$ cat config.mk
export PLATFORM = sky130hd
export DESIGN_NAME = rgb_led_pulse_encoder_unit
export DESIGN_NICKNAME = d
export VERILOG_FILES = /design/src/rtl/rlpe_pkg.sv /design/src/rtl/rlpe_front.sv /design/src/rtl/rlpe_back.sv /design/src/rtl/rgb_led_pulse_encoder_unit.sv
export SDC_FILE = /design/constraint.sdc
export NUM_CORES = 1
export LEC_CHECK = 0
export BUFFER_PORTS_ARGS = -buffer_cell sky130_fd_sc_hd__buf_2
export CORE_MARGIN = 2
export CORE_UTILIZATION = 29
export DETAILED_ROUTE_END_ITERATION = 8
export PLACE_DENSITY_LB_ADDON = 0.2
export SLEW_MARGIN = 20
export SYNTH_ARGS = -nofsm -noshare
export SYNTH_HDL_FRONTEND = slang
export SYNTH_SLANG_ARGS = --single-unit
$ cat constraint.sdc
create_clock -name clk -period 2.65 [get_ports clk]
set_input_delay 0.53 -clock clk [delete_from_list [all_inputs] [get_ports clk]]
set_output_delay 0.53 -clock clk [all_outputs]
set_load 0.02 [all_outputs]
$ cat src/rtl/rlpe_pkg.sv
// ----------------------------------------------------------------------------
// rlpe_pkg
// shared types, constants and the timing table of the led pulse encoder
// ----------------------------------------------------------------------------
`default_nettype none

package rlpe_pkg;

  localparam int PIXEL_BITS  = 24;
  localparam int CNT_W       = 5;
  localparam int TICK_W      = 15;
  localparam int TYPE_W      = 2;
  localparam int ADDR_W      = 3;
  localparam int DATA_W      = 32;
  localparam int QUEUE_DEPTH = 2;

  // register index decoded from paddr[2]
  localparam logic REG_LED_TYPE = 1'b0;

  typedef struct packed {
    logic [PIXEL_BITS-1:0] bits;
    logic                  last_pixel;
  } word_t;

  typedef struct packed {
    logic [TICK_W-1:0] t0h;
    logic [TICK_W-1:0] t0l;
    logic [TICK_W-1:0] t1h;
    logic [TICK_W-1:0] t1l;
    logic [TICK_W-1:0] trs;
  } timing_t;

  function automatic timing_t timing(input logic [TYPE_W-1:0] led_type);
    timing_t t;
    case (led_type)
      2'd0: t = '{t0h: 15'd7, t0l: 15'd16, t1h: 15'd14, t1l: 15'd12, trs: 15'd1000};
      2'd1: t = '{t0h: 15'd7, t0l: 15'd18, t1h: 15'd18, t1l: 15'd7,  trs: 15'd1000};
      2'd2: t = '{t0h: 15'd6, t0l: 15'd18, t1h: 15'd12, t1l: 15'd12, trs: 15'd1600};
      2'd3: t = '{t0h: 15'd7, t0l: 15'd7,  t1h: 15'd16, t1l: 15'd7,  trs: 15'd6000};
      default: t = '{t0h: 15'd7, t0l: 15'd16, t1h: 15'd14, t1l: 15'd12, trs: 15'd1000};
    endcase
    return t;
  endfunction

endpackage

`default_nettype wire

$ cat src/rtl/rlpe_front.sv
// ----------------------------------------------------------------------------
// rlpe_front
// accepts pixels, packs them green-red-blue and queues them for the back end
// ----------------------------------------------------------------------------
`default_nettype none

module rlpe_front #(
  parameter int QueueDepth = rlpe_pkg::QUEUE_DEPTH
) (
  input  wire logic                 clk,
  input  wire logic                 rst,
  input  wire logic                 push,
  output logic                      full,
  input  wire logic [7:0]           red,
  input  wire logic [7:0]           green,
  input  wire logic [7:0]           blue,
  input  wire logic                 frame_last_pixel,
  output logic                      q_valid,
  output rlpe_pkg::word_t           q_word,
  input  wire logic                 q_take
);

  localparam int PTR_W = (QueueDepth > 1) ? $clog2(QueueDepth) : 1;
  localparam int CNT_W = $clog2(QueueDepth + 1);
  localparam logic [PTR_W-1:0] LAST_PTR = PTR_W'(QueueDepth - 1);
  localparam logic [CNT_W-1:0] FULL_CNT = CNT_W'(QueueDepth);

  rlpe_pkg::word_t  mem [QueueDepth];
  logic [PTR_W-1:0] wr_ptr;
  logic [PTR_W-1:0] rd_ptr;
  logic [CNT_W-1:0] count;
  logic             wr_en;
  logic             rd_en;

  assign full    = (count == FULL_CNT);
  assign q_valid = (count != '0);
  assign q_word  = mem[rd_ptr];
  assign wr_en   = push && !full;
  assign rd_en   = q_take && q_valid;

  always_ff @(posedge clk) begin
    if (wr_en) begin
      mem[wr_ptr] <= '{bits: {green, red, blue}, last_pixel: frame_last_pixel};
    end
  end

  always_ff @(posedge clk) begin
    if (rst) begin
      wr_ptr <= '0;
      rd_ptr <= '0;
      count  <= '0;
    end else begin
      if (wr_en) begin
        wr_ptr <= (wr_ptr == LAST_PTR) ? '0 : wr_ptr + 1'b1;
      end
      if (rd_en) begin
        rd_ptr <= (rd_ptr == LAST_PTR) ? '0 : rd_ptr + 1'b1;
      end
      case ({wr_en, rd_en})
        2'b10:   count <= count + 1'b1;
        2'b01:   count <= count - 1'b1;
        default: count <= count;
      endcase
    end
  end

endmodule

`default_nettype wire

$ cat src/rtl/rlpe_back.sv
// ----------------------------------------------------------------------------
// rlpe_back
// shifts a queued pixel out msb first into an output register, one pulse
// pair per cycle while that register is empty or being popped
// ----------------------------------------------------------------------------
`default_nettype none

module rlpe_back (
  input  wire logic                           clk,
  input  wire logic                           rst,
  input  wire logic [rlpe_pkg::TYPE_W-1:0]    led_type,
  input  wire logic                           q_valid,
  input  wire rlpe_pkg::word_t                q_word,
  output logic                                q_take,
  output logic                                empty,
  input  wire logic                           pop,
  output logic [rlpe_pkg::TICK_W-1:0]         high_ticks,
  output logic [rlpe_pkg::TICK_W-1:0]         low_ticks,
  output logic                                pixel_done,
  output logic                                frame_end
);

  localparam logic [rlpe_pkg::CNT_W-1:0] FULL_CNT = rlpe_pkg::CNT_W'(rlpe_pkg::PIXEL_BITS);

  logic [rlpe_pkg::PIXEL_BITS-1:0] bit_shifter;
  logic [rlpe_pkg::CNT_W-1:0]      bits_left;
  logic                            end_pending;
  logic                            out_valid;
  logic                            adv;
  logic                            busy;
  logic                            gen;
  logic                            last;
  logic                            cur_bit;
  rlpe_pkg::timing_t               t;
  logic [rlpe_pkg::TICK_W-1:0]     hi_next;
  logic [rlpe_pkg::TICK_W-1:0]     lo_next;

  assign empty   = !out_valid;
  assign adv     = !out_valid || pop;
  assign busy    = (bits_left != '0);
  assign gen     = busy && adv;
  assign last    = (bits_left == rlpe_pkg::CNT_W'(1));
  assign q_take  = q_valid && (!busy || (last && adv));
  assign cur_bit = bit_shifter[rlpe_pkg::PIXEL_BITS-1];
  assign t       = rlpe_pkg::timing(led_type);

  always_comb begin
    hi_next = cur_bit ? t.t1h : t.t0h;
    if (last && end_pending) begin
      lo_next = t.trs;
    end else begin
      lo_next = cur_bit ? t.t1l : t.t0l;
    end
  end

  always_ff @(posedge clk) begin
    if (rst) begin
      bit_shifter <= '0;
      bits_left   <= '0;
      end_pending <= 1'b0;
      out_valid   <= 1'b0;
    end else begin
      if (q_take) begin
        bit_shifter <= q_word.bits;
        bits_left   <= FULL_CNT;
        end_pending <= q_word.last_pixel;
      end else if (gen) begin
        bit_shifter <= {bit_shifter[rlpe_pkg::PIXEL_BITS-2:0], 1'b0};
        bits_left   <= bits_left - 1'b1;
      end
      if (gen) begin
        out_valid <= 1'b1;
      end else if (pop) begin
        out_valid <= 1'b0;
      end
    end
  end

  always_ff @(posedge clk) begin
    if (gen) begin
      high_ticks <= hi_next;
      low_ticks  <= lo_next;
      pixel_done <= last;
      frame_end  <= last && end_pending;
    end
  end

endmodule

`default_nettype wire

$ cat src/rtl/rgb_led_pulse_encoder_unit.sv
// ----------------------------------------------------------------------------
// rgb_led_pulse_encoder_unit
// turns rgb pixels into pulse pair timings for single-wire addressable leds
//
// pixel words enter through push/full; each is reordered green, red, blue
// and queued. the back end sends its 24 bits msb first, one pulse pair word
// per cycle while pop keeps up, through empty/pop. a word carries the high
// and low time in 50 ns ticks; pixel_done marks the 24th word of a pixel and
// frame_end the word whose low time is stretched to the reset time of the
// led type. the front queue holds two pixels so input and output stall
// independently. a pixel pushed into an idle block passes the queue and the
// shifter before its first word reaches the output register.
// when pop is held low the output register holds, the shifter stops, and
// full rises once the queue has two pixels waiting.
// reset empties the queue and output register and sets led_type to 0.
// led_type lies at byte address 0 of the apb port and must be written only
// when the block is idle; the block itself does not enforce this.
// ----------------------------------------------------------------------------
`default_nettype none

module rgb_led_pulse_encoder_unit #(
  parameter int QueueDepth = rlpe_pkg::QUEUE_DEPTH
) (
  input  wire logic                           clk,
  input  wire logic                           rst,
  input  wire logic                           push,
  output logic                                full,
  input  wire logic [7:0]                     red,
  input  wire logic [7:0]                     green,
  input  wire logic [7:0]                     blue,
  input  wire logic                           frame_last_pixel,
  output logic                                empty,
  input  wire logic                           pop,
  output logic [rlpe_pkg::TICK_W-1:0]         high_ticks,
  output logic [rlpe_pkg::TICK_W-1:0]         low_ticks,
  output logic                                pixel_done,
  output logic                                frame_end,
  input  wire logic                           psel,
  input  wire logic                           penable,
  input  wire logic                           pwrite,
  input  wire logic [rlpe_pkg::ADDR_W-1:0]    paddr,
  input  wire logic [rlpe_pkg::DATA_W-1:0]    pwdata,
  output logic [rlpe_pkg::DATA_W-1:0]         prdata,
  output logic                                pready
);

  logic [rlpe_pkg::TYPE_W-1:0] led_type;
  logic                        q_valid;
  rlpe_pkg::word_t             q_word;
  logic                        q_take;
  logic                        reg_sel;

  assign pready  = 1'b1;
  assign reg_sel = (paddr[2] == rlpe_pkg::REG_LED_TYPE);
  assign prdata  = reg_sel ? rlpe_pkg::DATA_W'(led_type) : '0;

  always_ff @(posedge clk) begin
    if (rst) begin
      led_type <= '0;
    end else if (psel && penable && pwrite && pready && reg_sel) begin
      led_type <= pwdata[rlpe_pkg::TYPE_W-1:0];
    end
  end

  rlpe_front #(
    .QueueDepth(QueueDepth)
  ) u_front (
    .clk             (clk),
    .rst             (rst),
    .push            (push),
    .full            (full),
    .red             (red),
    .green           (green),
    .blue            (blue),
    .frame_last_pixel(frame_last_pixel),
    .q_valid         (q_valid),
    .q_word          (q_word),
    .q_take          (q_take)
  );

  rlpe_back u_back (
    .clk       (clk),
    .rst       (rst),
    .led_type  (led_type),
    .q_valid   (q_valid),
    .q_word    (q_word),
    .q_take    (q_take),
    .empty     (empty),
    .pop       (pop),
    .high_ticks(high_ticks),
    .low_ticks (low_ticks),
    .pixel_done(pixel_done),
    .frame_end (frame_end)
  );

  a_reset_empty : assert property (@(posedge clk) rst |=> empty)
    else $error("output not empty after reset");

  a_push_queued : assert property (@(posedge clk) disable iff (rst)
    push && !full |=> q_valid)
    else $error("accepted pixel missing from queue");

  a_end_on_done : assert property (@(posedge clk) disable iff (rst)
    !empty && frame_end |-> pixel_done)
    else $error("frame end away from pixel end");

  a_end_reset_time : assert property (@(posedge clk) disable iff (rst)
    !empty && frame_end |-> low_ticks == rlpe_pkg::timing(led_type).trs)
    else $error("frame end without reset low time");

endmodule

`default_nettype wire

==> results.yml, run 1 <==
detailed_routing:
  vias: 2823
  drc_errors: 0
  routed_via_density: 4.56
  routedWlPerCell_um: 13.4
  routed-wl-met3_um: 488
  route.met2.wl_mm: 3.93
  met1Wirelength_mm: 3.76
  top_layer_used: "met4"
  drt-total-wl_mm: 8.31
  drt_iter0_drc: 109
  first_pass_iters: 4
  antenna_left: 0
placement:
  pre_cts_ws_ps: 355
  dp.cells: 603
  dp_hpwl_mm: 4.92
  port_buffers: 57
  gp_congestion: 0.698
layout:
  area_growth_pct: 13.1
  finalNetCount: 497
  drive_above_1_share_pct: 20.0
  diodes: 0
  ff_latch_area_mm2: 0.00274
  instances_no_fill: 619
  multi_input_area_mm2: 0.00140
  fill_cells: 1495
synth:
  netlist_area_mm2: 0.00447
  yosysTopAreaCell: "edfxtp_1"
  synth_top_cell_area_share_pct: 44.4
  synth_seq_area_share_pct: 61.4
  synth_cell_types: 39
  synthArstFlopShare_pct: 0
  ys_top_cells_by_area: "edfxtp_1 (44%), dfxtp_1 (17%), buf_4 (7.9%)"
  ys_warn_count: 0
  synth.most_common_cell: "edfxtp_1"
  synth_edf_count: 66
  synthFlopType: "edfxtp_1"
  synthCells: 377
  syn_area_per_cell_um2: 11.9
  synth-seq-cells: 104
  synth_common_cells: "edfxtp_1 (66), nand2_1 (51), buf_4 (47)"
sta:
  fin_tns_setup_ps: 0
  setup_slack_ps: 476
  rsz0062_at_grt: "false"
  tightest_slew_ps: 824
  finalHoldViolations: 0
  clock.fmax_ghz: 0.460
  setup_viol: 0
  maxSlewHeadroom_pct: 45.0
  drv_slew: 0
  fin_crit_sh_pct: 82.0
  min_period_ps: 2170
  skew_ps: 4.06
global_routing:
  grt_max_degree: 49
  grt_pass1_wl_mm: 13.7
  grt_usage_pct: 10.7
  overflow: 0
  antenna_found_initial: 0
  grt_pass1_vias: 2586
setup_path:
  critPathLaunchType: "flip-flop"
  required_ps: 2890
  setup.worst_path.class: "flip-flop to flip-flop"
  endpoint_kind: "flip-flop"
  worstPathMaxFanout: 42
  arrival_ps: 2410
clock_tree:
  postCtsSetupBuffers: 0
  cts-buffers-inserted: 9
  clockRootBuffer: "clkbuf_16"
  clk_pin_slew_ps: 70
  cts_max_level: 3
  clockBufferDepth: 2
  clock-sinks: 104
  ctsResizeCount: 0
  cts_tree: "done"
  clk_latency_ps: 340
  postCtsHoldBufs: 0
die:
  die_h_um: 128
  rows: 45
  die_width_um: 128
  dieArea_mm2: 0.0164
  io_pins: 134
  core-area_mm2: 0.0151
  initial_core_util_pct: 29.5
pwr:
  p_leak_uw: 0.00188
  peakVddDrop_v: 0.000367
  total_power_uw: 5710
  p_per_area_mw_per_mm2: 1130
job:
  maxCapViolCount: 0
min_path:
  min_path_type: "primary input to flip-flop"
outcome:
  status: "complete, no violations"
## per-layer routing
layer / up-vias / GRT usage [%]
met5: - / 0
met4: 0 / 3.88
met3: 12 / 3.09
met2: 110 / 17.6
met1: 1323 / 13.4
li1: 1378 / -
## kinds of logic after synthesis
group,Yosys count,synth area share [%]
and+or+nand+nor,111,12.0
DFF,104,61.4
buffers and inverters,77,10.8
AOI/OAI and AO/OA,68,12.2
xor gates and xnor gates,6,1.18
muxes,5,1.15
adders and majority gates,4,1.12
other,2,0.168
## area by class of cell
type / count / area share (%)
well taps: 188 / 4.66
repair buffers: 64 / 6.69
multi-input cells: 238 / 27.8
clock buffers: 11 / 4.80
clock inverters: 5 / 1.14
inverters: 9 / 0.669
flip-flops and latches: 104 / 54.3
## placed cells by master, fill, tap and decap left out, types with 5 or more instances in the layout
cell type and count:
a2111oi_0 23, a21oi_1 10, a311oi_1 23, buf_2 57, buf_4 7, clkbuf_16 9, conb_1 44, dfxtp_1 38
edfxtp_1 66, inv_1 8, nand2_1 51, nand3_1 5, nor2_1 14, nor2b_1 26
## sequential cells by signal, summed over array words and instances, names as in the netlist, 2 cells and up, named ones only
register / flops
led_type: 2
u_front.mem: 50
u_front.count: 2
u_back.bit_shifter: 24
u_back.bits_left: 5
u_back.high_ticks: 5
u_back.low_ticks: 10
## worst max-delay path: stages, from the launching register on
cell and delay, ps:
dfxtp_1 390, inv_1 80, ha_1 260, or4b_4 250, nand2_4 50, inv_2 610, nor2_1 120, a2111oi_2 300
## report_power, final
part | switching (uW) | internal, uW
registers | 206 | 2280
logic | 1290 | 599
clock network | 567 | 757
## metrics by stage
| step | util (%) | hold slack [ps] | area, um^2 |
|---|---|---|---|
| CTS | 33.4 | 354 | 5050 |
| floorplan | - | 465 | 4630 |
| finish | 33.4 | 371 | 5050 |
| global placement | 31.4 | 473 | 4750 |
| detailed placement | 31.4 | 480 | 4750 |
| global route | 33.4 | 360 | 5050 |
## worst paths after layout
kind / from / end / slack [ps] / cells after the start
min: red[0] / u_front.mem[1][9] / 370 / 1
min reg2reg: u_back.bit_shifter[13] / u_back.bit_shifter[14] / 480 / 2
max: u_back.bits_left[0] / u_back.bits_left[1] / 480 / 7
max reg2reg: u_back.bits_left[0] / u_back.bits_left[1] / 480 / 7
(Power assumes the default switching activity.)
==> run 2: changes to the inputs <==
Settings changed: ABC_AREA set to 1.
Clock period 2.65 ns to 2.1 ns, I/O delays scaled along.
==> run 2 against run 1 <==
  * Via count increased by 14%
  * Sequential power grew 26%
  * Utilization is 0.42 points higher
  * First-iteration DRC count increased by 67%
  * Non-clock buffer count grew 5
  * Sequential cell count stayed put
  * Global-route usage shrank 0.080 points
  * Critical endpoint is now u_front.count[1]
  * Die area increased by 6.9%
  * Wire length increased by 8.2%
  * Clock power increased by 36%
  * Critical path type unchanged
  * Worst setup slack worse by 270 ps
==> results.yml, run 2 <==
outcome:
  status: "complete, no violations"
placement:
  port_buffers: 57
  dp.cells: 760
  gp_congestion: 0.738
  dp_hpwl_mm: 5.74
global_routing:
  overflow: 0
  grt_pass1_vias: 3043
  grt_pass1_wl_mm: 14.9
  antenna_found_initial: 0
  grt_max_degree: 52
  grt_usage_pct: 10.6
synth:
  synthAdderAreaFrac_pct: 1.05
  synth_top_family_by_area: "simple AND/OR/NAND/NOR gates"
  synth_seq_area_share_pct: 57.3
  yosysTopAreaCell: "edfxtp_1"
  synth_edf_count: 66
  ys_top_cells_by_area: "edfxtp_1 (41%), dfxtp_1 (16%), nand2_1 (9.3%)"
  synth_simple_gate_area_share_pct: 17.1
  synth_xor_xnor_area_share_pct: 0
  synth_cell_types: 27
  synthCells: 503
  synth_top_cell_area_share_pct: 41.4
  ys_warn_count: 0
  synth.most_common_cell: "nand2_1"
  synth-seq-cells: 104
  synthMuxAreaShare_pct: 0.471
  synth_compound_area_share_pct: 8.50
  netlist_area_mm2: 0.00478
  synth_common_cells: "nand2_1 (119), edfxtp_1 (66), inv_1 (50)"
  syn_area_per_cell_um2: 9.51
  synthArstFlopShare_pct: 0
  synthFlopType: "edfxtp_1"
setup_path:
  setup.worst_path.class: "flip-flop to flip-flop"
  critPathLaunchType: "flip-flop"
  crit_path_start: "u_back.bits_left[1]"
  required_ps: 2330
  worstPathMaxFanout: 5
  endpoint_kind: "flip-flop"
  arrival_ps: 2130
  rr_startpoint: "u_back.bits_left[1]"
die:
  io_pins: 134
  initial_core_util_pct: 29.9
  rows: 46
  die_h_um: 132
  dieArea_mm2: 0.0175
  die_width_um: 132
  core-area_mm2: 0.0160
detailed_routing:
  drt-total-wl_mm: 8.98
  routedWlPerCell_um: 11.6
  routed-wl-met3_um: 574
  met1Wirelength_mm: 4.14
  antenna_left: 0
  first_pass_iters: 4
  route.met2.wl_mm: 4.19
  drt_iter0_drc: 182
  vias: 3222
  top_layer_used: "met4"
  drc_errors: 0
  routed_via_density: 4.15
layout:
  area_growth_pct: 13.0
  drive_above_1_share_pct: 18.6
  finalNetCount: 626
  top_register: "u_front.mem"
  top_regs: "u_front.mem x50, u_back.bit_shifter x24, u_back.low_ticks x10"
  instances_no_fill: 776
  diodes: 0
  final_cell_mix: "nand2_1 (119), edfxtp_1 (66), buf_2 (57)"
  final_common_cell: "nand2_1"
  largest_reg_flops: 50
sta:
  fin_crit_sh_pct: 90.3
  tightest_slew_ps: 620
  clock.fmax_ghz: 0.527
  drv_slew: 0
  skew_ps: 9.38
  finalHoldViolations: 0
  holdWs_ps: 258
  rsz0062_at_grt: "false"
  fin_tns_setup_ps: 0
  maxSlewHeadroom_pct: 58.2
  setup_viol: 0
  min_period_ps: 1900
pwr:
  peakVddDrop_v: 0.000693
  p_leak_uw: 0.00232
  p_per_area_mw_per_mm2: 1510
clock_tree:
  clk_latency_ps: 350
  cts_tree: "done"
  clock-sinks: 104
  clk_pin_slew_ps: 70
  cts-buffers-inserted: 9
  clockRootBuffer: "clkbuf_16"
  cts_max_level: 3
  clockBufferDepth: 2
min_path:
  hp-start: "green[3]"
  min_path_type: "primary input to flip-flop"
job:
  maxCapViolCount: 0
run 2: cell types whose count changed after synthesis, sizes merged, moves of 4 or more:
cell and delta:
o21ai +32, nand3 +44, xor2 -4, clkbuf -13, nor3 -4, inv +44
a311oi -23, nand2 +69, nor2b -26, a2111oi -24, a21oi +27, nor2 +5
buf +13, mux2i -4
run 2: kinds of logic (layout without fill, tap and decap cells):
kind of cell | after synthesis | after routing
and+or+nand+nor | 194 | 194
buffers and inverters | 123 | 138
DFF | 104 | 104
AOI/OAI and AO/OA | 74 | 74
adders and majority gates | 4 | 4
other | 2 | 44
muxes | 2 | 2
run 2: stage by stage:
stage / utilization [%] / area [um^2] / setup WS (ps) / total power, uW
CTS: 33.8 / 5410 / 134 / 8300
global route: 33.8 / 5410 / 15.2 / 8830
floorplan: - / 4940 / 9.02 / 5780
finish: 33.8 / 5410 / 204 / 8180
global placement: 31.8 / 5090 / 203 / 6410
detailed placement: 31.8 / 5090 / 146 / 6470
run 2: cell type report:
cell class	count	area (um^2)
clock inverter	5	86.3
timing repair buffer	69	400
fill	1672	10600
clock buffer	11	233
sequential	104	2740
inverter	53	199
tap	216	270
multi-input combinational	318	1470
run 2: where the power goes:
part | leakage [uW] | internal, uW | switching, uW
Combinational | 0.00123 | 1070 | 2190
Clock | 0.000155 | 1060 | 739
Sequential | 0.000935 | 2850 | 281
Total | 0.00232 | 4970 | 3210
run 2: critical path, cell delays in order, from the launching register on:
cell and delay, ps:
dfxtp_1 320, inv_1 100, ha_1 170, inv_1 40
nor2_1 110, nand2_1 90, nand2_2 120, nand2_4 60
inv_2 90, ha_1 260, a21oi_1 120, o21ai_0 110
o21ai_0 150, a21oi_1 50
run 2: final timing paths:
kind / to / slack (ps) / cells after the start
worst max-delay path: u_front.count[1] / 200 / 13
worst min-delay path: u_front.mem[0][20] / 260 / 1
worst max register to register: u_front.count[1] / 200 / 13
worst min register to register: u_back.bits_left[1] / 480 / 2
run 2: what timing repair did:
item | 4_1_cts | 5_1_grt
hold buffers | 0 | 0
endpoints found under the hold margin | 0 | 0
setup endpoints to repair | 0 | 1
gates resized for setup | 0 | 1
setup buffers | 0 | 0
run 2: per-layer routing:
layer  track usage, %  vias to the layer above
met3             3.75                        7
met2             17.9                      111
li1                 -                     1656
met1             12.9                     1448
met4             2.87                        0
met5                0                        -
==> run 3: changes to the inputs <==
Settings changed: SYNTH_HIERARCHICAL set to 1.
==> run 3 against run 2 <==
  * Fmax is 1.4% lower
  * Clock skew is 1.1 ps higher
  * Non-clock buffer count is 1 lower
  * Sequential cell count stayed put
  * Clock power is 14% lower
  * Area after synthesis is 4.4% higher
  * Clock-buffer cell count is 2 lower
  * Worst setup slack worse by 28 ps
  * Critical path depth is 3 higher
  * Synthesized cell count is 0.40% higher
  * Combinational power is 4% lower
  * Hold slack worse by 8.8 ps
  * Critical path type unchanged
  * Critical endpoint is now u_front/count[1]
  * Largest power group unchanged
==> results.yml, run 3 <==
outcome:
  status: "complete, no violations"
setup_path:
  ff2ff_path_depth: 16
  arrival_ps: 2220
  worst_path_most_repeated_cell: "inv_1"
  path_cells: "inv_2 > ha_1 > inv_1 > nor2_4 > nand2_2 > nand2_4 > nand2_4 > inv_1 > nand2_1 > inv_1 > ha_1 > inv_1 > nand2_1 > nor2_1 > nor2_1 > nor2_1"
  crit_path_start: "u_back/bits_left[0]"
  critPathMaxStageDelay_ps: 370
  reg2reg_to: "u_front/count[1]"
  endpoint_kind: "flip-flop"
  rrSetupSlack_ps: 180
  critPathLaunchType: "flip-flop"
  critical_path_buf_inv_count: 5
  slowest_stage: "dfxtp_1"
  worst_setup_path_endpoint: "u_front/count[1]"
  required_ps: 2400
  rr_startpoint: "u_back/bits_left[0]"
  worstPathMaxFanout: 5
  path_depth: 16
  cp_top_family: "simple AND/OR/NAND/NOR gates"
  setup.worst_path.class: "flip-flop to flip-flop"
layout:
  drive_above_1_share_pct: 22.1
  area_growth_pct: 11.8
  instances_no_fill: 781
  final_area_mm2: 0.00558
  multi_input_area_mm2: 0.00165
  final_common_cell: "nand2_1"
  final_cell_mix: "nand2_1 (104), edfxtp_1 (66), inv_1 (62)"
  top_register: "u_front/mem"
  diodes: 0
  fill_cells: 1718
  top_regs: "u_front/mem x50, u_back/bit_shifter x24, u_back/low_ticks x10"
  finalNetCount: 628
  ff_latch_area_mm2: 0.00274
  largest_reg_flops: 50
pwr:
  pwr-share-comb_pct: 40.5
  switchingPower_uw: 3010
  pwr-share-seq_pct: 39.5
  swShare_pct: 39.0
  p_per_area_mw_per_mm2: 1380
  peakVddDrop_v: 0.000527
  p_clk_share_pct: 20.0
  p_leak_uw: 0.00251
  internal_power_uw: 4710
  total_power_uw: 7730
placement:
  port_buffers: 57
  placed_area_mm2: 0.00531
  dp.cells: 766
  gp_congestion: 0.752
  dp_hpwl_mm: 5.64
detailed_routing:
  drt-total-wl_mm: 8.60
  routedWlPerCell_um: 11.0
  drt_iter0_drc: 126
  routed_via_density: 4.11
  drc_errors: 0
  antenna_left: 0
  vias: 3207
  first_pass_iters: 4
sta:
  fin_crit_sh_pct: 91.6
  fin_tns_setup_ps: 0
  min_period_ps: 1920
  clock.fmax_ghz: 0.520
  drv_slew: 0
  skew_ps: 10.5
  holdWs_ps: 249
  setup_viol: 0
  rsz0062_at_grt: "false"
  finalHoldViolations: 0
die:
  die_width_um: 135
  io_pins: 134
  initial_core_util_pct: 29.9
  die_h_um: 135
  rows: 47
  core-area_mm2: 0.0167
  dieArea_mm2: 0.0183
synth:
  synth-seq-cells: 104
  synthFlopType: "edfxtp_1"
  synthArstFlopShare_pct: 0
  synth_common_cells: "nand2_1 (104), edfxtp_1 (66), inv_1 (63)"
  netlist_area_mm2: 0.00499
  ys_warn_count: 6
  synth_edf_count: 66
  yosysTopAreaCell: "edfxtp_1"
  synth.most_common_cell: "nand2_1"
  synth_seq_area_share_pct: 54.9
  synth_top_cell_area_share_pct: 39.7
  synth_cell_types: 30
  syn_area_per_cell_um2: 9.89
  synthCells: 505
  ys_top_cells_by_area: "edfxtp_1 (40%), dfxtp_1 (15%), nand2_1 (7.8%)"
min_path:
  hold_depth: 1
  min_path_type: "primary input to flip-flop"
clock_tree:
  clk_latency_ps: 350
  cts_max_level: 3
  clockRootBuffer: "clkbuf_16"
  cts_tree: "done"
  clockBufferDepth: 2
  clock-sinks: 104
  clk_pin_slew_ps: 70
  cts-buffers-inserted: 9
  postCtsHoldBufs: 0
  postCtsSetupBuffers: 0
global_routing:
  grt_pass1_wl_mm: 14.4
  overflow: 0
  grt_pass1_vias: 3078
  grt_usage_pct: 10.1
  antenna_found_initial: 0
  grt_max_degree: 51
job:
  maxCapViolCount: 0
==> run 3: metal layers <==
metal | vias to the layer above | global-route usage, % | wire, um
met1 | 1455 | 11.7 | 3910
met5 | - | 0 | 0
met2 | 103 | 17.3 | 4000
met3 | 10 | 3.59 | 559
met4 | 0 | 3.82 | 129
li1 | 1639 | - | -
==> run 3: timing repair <==
item | CTS | global route
endpoints found under the hold margin | 0 | 0
setup endpoints to repair | 0 | 1
gates resized for setup | 0 | 2
==> run 3: worst min-delay path by stage <==
stage / startpoint / endpoint
floorplan: u_back/end_pending / u_back/end_pending
global placement: u_back/bit_shifter[14] / u_back/bit_shifter[14]
detailed placement: u_back/bit_shifter[4] / u_back/bit_shifter[4]
CTS: frame_last_pixel / u_front/mem[1][0]
global route: blue[4] / u_front/mem[1][5]
finish: blue[4] / u_front/mem[1][5]
==> run 3: power by group through the flow <==
stage               clock (uW)  sequential (uW)  combinational (uW)
detailed placement           0             3100                3160
global route              1700             3130                3560
finish                    1540             3050                3130
CTS                       1620             3050                3170
global placement             0             3080                3150
floorplan                    0             3210                2470
==> run 3: layout make-up <==
cell class,instances,share of cell area [%]
Clock buffer,9,4.03
Sequential cell,104,49.1
Multi-Input combinational cell,309,29.5
Tap cell,220,4.93
Timing Repair Buffer,68,7.26
Clock inverter,6,0.807
Inverter,65,4.37
==> run 3: logic make-up after synthesis <==
logic type	after synthesis	share of synthesized area [%]
mux	25	7.14
simple gates	196	17.1
compound gates	40	4.28
other cells	3	0.225
fa+ha+maj	4	1.00
buf+inv	133	15.4
flops	104	54.9
==> run 3: per-stage QoR <==
| step | worst slack [ps] | utilization, % |
|---|---|---|
| global placement | 172 | 31.8 |
| floorplan | 227 | - |
| detailed placement | 138 | 31.8 |
| CTS | 118 | 33.4 |
| finish | 176 | 33.4 |
| global route | 10.5 | 33.4 |
